===== config.mk =====
export PLATFORM = sky130hd
export DESIGN_NAME = dwmc_cell
export DESIGN_NICKNAME = d
export VERILOG_FILES = /design/src/dwmc_pkg.sv /design/src/dwmc_cell.sv
export SDC_FILE = /design/constraint.sdc
export NUM_CORES = 1
export LEC_CHECK = 0
export BUFFER_PORTS_ARGS = -buffer_cell sky130_fd_sc_hd__buf_2
export CORE_MARGIN = 10
export CORE_UTILIZATION = 30
export CTS_CLUSTER_SIZE = 10
export DETAILED_ROUTE_END_ITERATION = 10
export GPL_ROUTABILITY_DRIVEN = 0
export PLACE_DENSITY = 0.6
export SYNTH_ARGS = -nofsm -noshare
export SYNTH_HDL_FRONTEND = slang
export SYNTH_SLANG_ARGS = --single-unit
export TNS_END_PERCENT = 30

===== constraint.sdc =====
create_clock -name clk -period 4.2 [get_ports clk]
set_input_delay 0.42 -clock clk [delete_from_list [all_inputs] [get_ports clk]]
set_output_delay 0.42 -clock clk [all_outputs]
set_load 0.01 [all_outputs]

===== src/dwmc_pkg.sv =====
`default_nettype none

package dwmc_pkg;

    // table size used when the top level is not told otherwise
    localparam int TABLE_ENTRIES_DEF = 1024;

    localparam int HASH_W  = 64;
    localparam int COUNT_W = 32;
    localparam int BYTE_W  = 8;
    localparam int REQ_W   = 3;

    // djb2 seed and word delimiters
    localparam logic [HASH_W-1:0] HASH_SEED  = 64'd5381;
    localparam logic [BYTE_W-1:0] CH_SPACE   = 8'd32;
    localparam logic [BYTE_W-1:0] CH_NEWLINE = 8'd10;

    // request codes
    localparam logic [REQ_W-1:0] REQ_DICT  = 3'd0;
    localparam logic [REQ_W-1:0] REQ_TEXT  = 3'd1;
    localparam logic [REQ_W-1:0] REQ_CLEAR = 3'd2;
    localparam logic [REQ_W-1:0] REQ_READ  = 3'd3;
    localparam logic [REQ_W-1:0] REQ_NEW   = 3'd4;

    // fan-in of the first level of the result tree
    localparam int REDUCE_GROUP = 32;

    // command broadcast to every cell of the chain
    typedef struct packed {
        logic              compare;
        logic              read_op;
        logic              text_inc;
        logic              insert;
        logic              clear;
        logic [HASH_W-1:0] key;
    } cell_cmd_t;

endpackage

`default_nettype wire


===== src/dwmc_cell.sv =====
`default_nettype none

module dwmc_cell #(
    parameter int CELL_IDX = 0,
    parameter int SLOT_W   = 10,
    parameter int CNT_W    = 11
) (
    input  wire logic                            clk,
    input  wire logic                            rst_n,
    input  wire dwmc_pkg::cell_cmd_t             cmd,
    input  wire logic [CNT_W-1:0]                entry_count,
    input  wire logic [SLOT_W-1:0]               read_index,
    input  wire logic                            prev_lt,
    input  wire logic [dwmc_pkg::HASH_W-1:0]     prev_hash,
    input  wire logic [dwmc_pkg::COUNT_W-1:0]    prev_count,
    output logic                                 lt,
    output logic [dwmc_pkg::HASH_W-1:0]          hash,
    output logic [dwmc_pkg::COUNT_W-1:0]         count,
    // eq, hash, count, matched slot, insert slot
    output logic [dwmc_pkg::HASH_W+dwmc_pkg::COUNT_W+2*SLOT_W:0] leaf
);

    localparam logic [SLOT_W-1:0] MY_SLOT = SLOT_W'(CELL_IDX);
    localparam logic [CNT_W-1:0]  MY_POS  = CNT_W'(CELL_IDX);

    logic [dwmc_pkg::HASH_W-1:0]  hash_reg;
    logic [dwmc_pkg::COUNT_W-1:0] count_reg;
    logic                         lt_reg;
    logic                         eq_reg;
    logic                         rd_reg;
    logic                         in_use;
    logic                         at_or_below;
    logic                         edge_pos;
    logic                         shift_up;
    logic                         sel;

    assign in_use      = MY_POS < entry_count;
    assign at_or_below = MY_POS <= entry_count;
    // first cell not below the key: where a new word lands
    assign edge_pos    = prev_lt && !lt_reg && at_or_below;
    assign shift_up    = !prev_lt && at_or_below;
    assign sel         = eq_reg || rd_reg;

    always_ff @(posedge clk or negedge rst_n)
    begin
        if (!rst_n)
        begin
            lt_reg    <= 1'b0;
            eq_reg    <= 1'b0;
            rd_reg    <= 1'b0;
            count_reg <= '0;
        end
        else
        begin
            if (cmd.compare)
            begin
                lt_reg <= in_use && (hash_reg < cmd.key);
                eq_reg <= in_use && !cmd.read_op && (hash_reg == cmd.key);
                rd_reg <= in_use && cmd.read_op && (read_index == MY_SLOT);
            end
            priority if (cmd.clear)
                count_reg <= '0;
            else if (cmd.insert && edge_pos)
                count_reg <= '0;
            else if (cmd.insert && shift_up)
                count_reg <= prev_count;
            else if (cmd.text_inc && eq_reg)
                count_reg <= count_reg + dwmc_pkg::COUNT_W'(1);
            else
                count_reg <= count_reg;
        end
    end

    always_ff @(posedge clk)
    begin
        if (cmd.insert && edge_pos)
            hash_reg <= cmd.key;
        else if (cmd.insert && shift_up)
            hash_reg <= prev_hash;
    end

    assign lt    = lt_reg;
    assign hash  = hash_reg;
    assign count = count_reg;
    assign leaf  = {(edge_pos ? MY_SLOT : '0),
                    (eq_reg ? MY_SLOT : '0),
                    (sel ? count_reg : '0),
                    (sel ? hash_reg : '0),
                    eq_reg};

endmodule

`default_nettype wire


# == Yosys cells after proc, flatten, opt, wreduce, memory -nomap -nowiden ==
# Index checks and enable logic that the tools add are counted.
# op_classes
magnitude_cmp,3
n_addsub,1
n_reduce_logical,18
n_mux,8
eq_ne,1
# op_table
operator,count
$mux W64,3
$mux W32,5
$eq A64 B64 Y1,1
$lt A64 B64 Y1,1
$add A32 B1 Y32 const B,1
$le A1 B11 Y1 const A,1
$logic_and A1 B1 Y1,11
$lt A1 B11 Y1 const A,1
$logic_not A10 Y1,1
$reduce_bool A4 Y1,1
$logic_not A1 Y1,3
$reduce_bool A2 Y1,1
$logic_or A1 B1 Y1,1
# word_totals
regBits,99
out_inout_bits,214
input_bits,189
word_cells,36

# == Longest topological paths before layout ==
# Gate-level depths: netlist of the first run.
# depth
depth_word,6
depth_mapped,7
ltp_nobuf,7

# == Least setup slack after synthesis of the first run ==
# No wires, ideal clock.
# synth_path
kind,in2reg
from,input port prev_lt
to,register count_reg (netlist bit count[18])
stages,6
t_arrival_ns,3.129
setup_time_ns,0.083
path_buffers,1
slack_ns,0.988
cell_sequence,nand2b_1 > nand2_1 > nor3_1 > clkbuf_1 > o21ai_0 > o21ai_0
# synth_between
elab_chain_len,6
# synth_rtl
item,line_no,source
from (decl),dwmc_cell.sv:13,"input wire logic prev_lt,"
$logic_not A1 Y1,dwmc_cell.sv:41,assign shift_up = !prev_lt && at_or_below;
$logic_and A1 B1 Y1,dwmc_cell.sv:41,
$logic_and A1 B1 Y1,dwmc_cell.sv:65,else if (cmd.insert && shift_up)
$mux W32,dwmc_cell.sv:65,
$mux W32,dwmc_cell.sv:63,else if (cmd.insert && edge_pos)
$mux W32,dwmc_cell.sv:61,priority if (cmd.clear)
to (signal assigned),dwmc_cell.sv:66,count_reg <= prev_count;
to (signal assigned),dwmc_cell.sv:68,count_reg <= count_reg + dwmc_pkg::COUNT_W'(1);
to (signal assigned),dwmc_cell.sv:70,count_reg <= count_reg;
to (decl),dwmc_cell.sv:27,logic [dwmc_pkg::COUNT_W-1:0] count_reg;
# Parallel ways exist; a longest one is shown, timed or not.
# A chain may end at the register's enable or synchronous reset.

# == Worst setup path in the final report of the first run ==
# layout_path
from,register hash_reg (netlist bit hash[63])
to,register lt_reg (netlist: lt)
# layout_between
elab_chain_len,2
# layout_rtl
item,line_no,source
from (decl),dwmc_cell.sv:26,logic [dwmc_pkg::HASH_W-1:0] hash_reg;
from (signal assigned),dwmc_cell.sv:77,hash_reg <= cmd.key;
from (signal assigned),dwmc_cell.sv:79,hash_reg <= prev_hash;
$lt A64 B64 Y1,dwmc_cell.sv:57,lt_reg <= in_use && (hash_reg < cmd.key);
$logic_and A1 B1 Y1,dwmc_cell.sv:57,
to (signal assigned),dwmc_cell.sv:57,
to (decl),dwmc_cell.sv:28,logic lt_reg;
# No other way between the ends.

==> impl_metrics.toml, run 1 <==
[global_route]
grt-busiest-layer = "met2"
grt_pass1_vias = 7804
grt_max_degree = 81
use_met2_pct = 31.3
grt-ovfl-total = 0
track_usage_pct = 18.4
grt_pass1_wl_mm = 44.8
use_met1_pct = 21.8
grtUsageMet3_pct = 5.91
antenna_found_initial = 2

[cells_and_area]
drive_above_1_share_pct = 34.9
largest_register_ffs = 64
final_area_um2 = 9710
final.fill_count = 2468
final_cell_mix = "buf_2, o21ai_0, nand2_1"
multi_input_area_um2 = 3910
instances_no_fill = 1523
layout_commonest_cell = "buf_2"
area_growth_pct = 34.6
layout.area.seq_um2 = 2800
post-route-util_pct = 41.2
fin_nets = 1452

[critical_path]
worstPathMaxFanout = 4
critical_path_class = "register to register"
start_kind = "register"
cp-end-kind = "register"
reg2reg_slack_ns = 1.74
r2r_start = "hash[63]"
crit_path_start = "hash[63]"
arrival_ns = 2.69
r2r_cells = 6
crit_end = "lt"
reg2reg_to = "lt"
cp.required_ns = 4.44

[power]
pwr_density_cell_nw_per_um2 = 272
internal-power_mw = 1.86
peakVddDrop_mv = 0.158
seq_power_share_pct = 45.1
clock_power_share_pct = 34.3
swShare_pct = 29.7
pwr-share-comb_pct = 20.6
power_switching_mw = 0.786
p_leak_nw = 4.93

[synthesis]
netlist_instances = 838
synth_cell_types = 55
yosysWarnings = 0
async_flop_share_pct = 35.4
synth_area_um2 = 7210
synth_edf_count = 64
ys_ff_latch = 99
syn_area_per_cell_um2 = 8.60
synthFlopType = "edfxtp_1"
yosysSeqAreaShare_pct = 38.8

[place]
hpwl_mm = 23.8
place_area_um2 = 9380
dp_cells = 1506
portBuffers = 382

[hold_path]
hold_path.class = "primary input to asynchronous set/reset pin"

[sta]
drv_slew = 0
slew-limit-headroom_pct = 42.7
period_share_pct = 58.6
final-setup-viol-count = 0
worst_pin_slew_ns = 0.855
finalHoldViolCount = 0
clock.fmax_ghz = 0.407
finClkSkew_ns = 0.00965
min_period_ns = 2.46
fin_setup_tns_ns = 0
rsz0062_at_grt = "no"

[clock_network]
clk_pin_slew_ns = 0.08
cts-resized-gates = 0
cts_setup_buffers = 0
cts_hold_buf = 0
cts-buffers-inserted = 9
htreeDepth = 3
cts_tree = "built"
clock-sinks = 99
clockBufferDepth = 2
ctsRootBufferMaster = "clkbuf_16"
clkLatencyLatePin_ns = 0.35

[detailed_routing]
wl_per_cell_um = 19.2
dr.first_iter.drc_count = 450
drtPass1Iterations = 5
via_per_inst = 4.89
routed_wirelength_mm = 29.3
drc = 0
ant_nets = 0
num_vias = 7441

[floorplanning]
core_area_um2 = 23500
floorplan.initialDensity_pct = 30.6
die_h_um = 175
core.rowCount = 56
dieArea_um2 = 30600
die_w_um = 175
ios = 403

[run_status]
status = "complete, no violations"

[job]
drv_cap = 0
-- worst min-delay path by stage --
stage,from,endpoint,cells past startpoint
CTS,rst_n,count[15],1
floorplan,rst_n,count[0],0
detailed placement,rd_reg,rd_reg,1
finish,rst_n,count[15],1
global route,rst_n,count[15],1
global placement,rd_reg,rd_reg,1
-- critical path, cell delays in order (launching register included) --
cell	delay (ns)
edfxtp_1	0.43
ha_1	0.36
nand4_1	0.24
nor4_1	0.53
and4_1	0.33
o311ai_0	0.16
a32o_1	0.28
-- metrics by stage --
stage                     hold WS [ns]  worst slack, ns  power (mW)
after global routing             0.209             1.50        2.79
after detailed placement         0.544             1.62        1.76
after floorplan                  0.124            0.988        1.50
after CTS                        0.186             1.70        2.69
after global placement           0.538             1.69        1.75
final                            0.170             1.74        2.64
-- final cells by class --
type | count | share of cell area (%)
multi-input combinational | 619 | 40.3
timing repair buffer | 391 | 20.4
sequential | 99 | 28.8
clock inverter | 4 | 0.348
antenna | 1 | 0.0258
tap | 319 | 4.11
inverter | 78 | 3.02
clock buffer | 12 | 2.98
-- cell usage after synthesis (all sizes together), types with 12 or more instances --
library cell	instances	area share, %
buf	23	2.3
nor2	36	1.9
edfxtp	64	27
nor3	12	0.90
nand4	19	1.9
a21oi	42	2.9
ha	65	11
o21ai	104	7.2
inv	78	4.1
nand2	100	5.2
clkbuf	38	2.0
dfrtp	35	12
nor2b	89	7.7
nor4	13	1.1
nand3	17	1.2
-- routing by layer --
metal | vias to the layer above | part of all wire [%]
met2 | 347 | 48
met3 | 28 | 9.1
li1 | 3652 | -
met1 | 3412 | 42
met5 | - | 0.024
met4 | 2 | 1.7
-- logic make-up (layout without fill, tap and decap cells) --
| family | after synthesis | count (layout) | share of synthesized area [%] |
|---|---|---|---|
| compound gates | 208 | 208 | 17.1 |
| xor+xnor | 1 | 1 | 0.121 |
| fa+ha+maj | 65 | 65 | 11.3 |
| buf+inv | 139 | 485 | 8.33 |
| flops | 99 | 99 | 38.8 |
| mux | 3 | 3 | 0.434 |
| other cells | 1 | 21 | 0.0520 |
| simple gates | 322 | 322 | 23.9 |
-- power groups by stage --
stage | combinational, mW | clock, mW | sequential (mW)
floorplan | 0.281 | 0 | 1.22
global placement | 0.542 | 0 | 1.21
detailed placement | 0.552 | 0 | 1.21
CTS | 0.555 | 0.940 | 1.19
global route | 0.622 | 0.969 | 1.20
finish | 0.545 | 0.906 | 1.19
Power figures use the tool's default switching activity.
==> run 2: changes to the inputs <==
==> constraint.sdc (replaced) <==
create_clock -name clk -period 2.3 [get_ports clk]
set_input_delay 0.23 -clock clk [delete_from_list [all_inputs] [get_ports clk]]
set_output_delay 0.23 -clock clk [all_outputs]
set_load 0.01 [all_outputs]
==> run 2 against run 1 <==
Compared with the run above: the flow now finishes with violations (negative hold slack); global-route usage increased by 0.089 points; utilization rose by 1.1 points; sequential power is 82% higher; critical path type unchanged.
==> impl_metrics.toml, run 2 (synthesis gave the netlist of run 1 again) <==
[cells_and_area]
layout_commonest_cell = "buf_2"
largest_register_ffs = 64
instances_no_fill = 1551
final_cell_mix = "buf_2, o21ai_0, nand2_1"
area_growth_pct = 38.2
drive_above_1_share_pct = 36.6
post-route-util_pct = 42.3
fin_nets = 1480

[critical_path]
crit_chain = "ha_1, nand4_1, nor4_2, buf_4, and4_4, o311ai_1, a32o_1"
cp.required_ns = 2.54
r2r_cells = 7
worstPathMaxFanout = 3
arrival_ns = 2.41
r2r_start = "hash[61]"
critical_path_class = "register to register"
cp_slowest_cell = "edfxtp_1"
reg2reg_slack_ns = 0.13
slowest_delay_ns = 0.42
start_kind = "register"
cp-end-kind = "register"
reg2reg_to = "lt"

[sta]
worst_pin_slew_ns = 0.885
slew-limit-headroom_pct = 41.0
finalHoldViolCount = 4
drv_slew = 0
whs_ns = -0.00265
finClkSkew_ns = 0.00999
fin_ws_ns = 0.125
final-setup-viol-count = 0
clock.fmax_ghz = 0.460
min_period_ns = 2.17
period_share_pct = 94.6

[clock_network]
clkLatencyLatePin_ns = 0.35
cts-buffers-inserted = 9
clk_pin_slew_ns = 0.08
ctsRootBufferMaster = "clkbuf_16"
clock-sinks = 99
clockBufferDepth = 2
cts_hold_buf = 0
htreeDepth = 3
cts_tree = "built"

[detailed_routing]
num_vias = 7497
met2WireLength_mm = 14.6
dr.first_iter.drc_count = 564
routed_wirelength_mm = 29.7
dr_wl_met3_mm = 2.35
wl_per_cell_um = 19.1
drtPass1Iterations = 5
met1_length_mm = 12.4
drc = 0
top_layer_used = "met5"
via_per_inst = 4.83
ant_nets = 0

[place]
hpwl_mm = 24.1
post-place-ws_ns = -0.0855
dp_cells = 1530
portBuffers = 382

[global_route]
grt-ovfl-total = 0
track_usage_pct = 18.5
antenna_found_initial = 3
grt_pass1_wl_mm = 44.8
grt_pass1_vias = 7836
grt_max_degree = 91

[floorplanning]
core_area_um2 = 23500
floorplan.initialDensity_pct = 30.6
ios = 403
core.rowCount = 56
die_w_um = 175
dieArea_um2 = 30600
die_h_um = 175

[run_status]
violations = "negative hold slack"
status = "finished, violations left"

[power]
peakVddDrop_mv = 0.330
pwr_density_cell_nw_per_um2 = 488
p_leak_nw = 5.09
power_mw = 4.87

[job]
drv_cap = 0

[hold_path]
hold_path.class = "primary input to asynchronous set/reset pin"
-- run 2: how the worst max path moves through the flow --
| stage | to | cells past startpoint | slack, ns | start |
|---|---|---|---|---|
| floorplan | count[18] | 6 | 0.02 | lt |
| global placement | lt | 7 | -0.08 | hash[61] |
| detailed placement | lt | 6 | -0.09 | hash[61] |
| CTS | lt | 6 | 0.004 | hash[60] |
| global route | lt | 6 | -0.01 | hash[46] |
| finish | lt | 7 | 0.13 | hash[61] |
-- run 2: final cells by class --
class                           instances  area (µm²)
Timing Repair Buffer                  419        2230
Clock buffer                           11         254
Tap cell                              319         399
Sequential cell                        99        2800
Multi-Input combinational cell        619        3930
Clock inverter                          5        58.8
Antenna cell                            1        2.50
Fill cell                            2384       13600
Inverter                               78         293
-- run 2: repair_timing --
item                       CTS  global route
pin swaps                    2             3
gates resized for setup      2             5
setup buffers                3             1
hold endpoints to repair     0             0
setup endpoints to repair    1             2
-- run 2: critical path, delay by kind of cell (launching register included) --
family          cells  cell delay (ns)
buf+inv             1             0.17
compound gates      2             0.37
fa+ha+maj           1             0.32
simple gates        3             0.80
flops               1             0.42
-- run 2: routing by layer --
metal | track usage [%] | vias to the layer above
met5 | 0 | -
met4 | 4.10 | 4
met3 | 6.21 | 25
met2 | 32.4 | 300
met1 | 21.5 | 3459
li1 | - | 3709
-- run 2: report_power, final --
part           leakage [nW]  switching (mW)  internal (mW)  total (mW)
sequential             1.10           0.106           2.05        2.16
clock                 0.149           0.731          0.915        1.65
combinational          3.85           0.596          0.467        1.06
total                  5.09            1.43           3.44        4.87
-- run 2: per-stage QoR --
stage | TNS, ns | instance area, µm²
after floorplan | 0 | 7290
after global placement | -0.0809 | 9600
after detailed placement | -0.0855 | 9600
after CTS | 0 | 9940
after global routing | -0.0112 | 9960
final | 0 | 9960
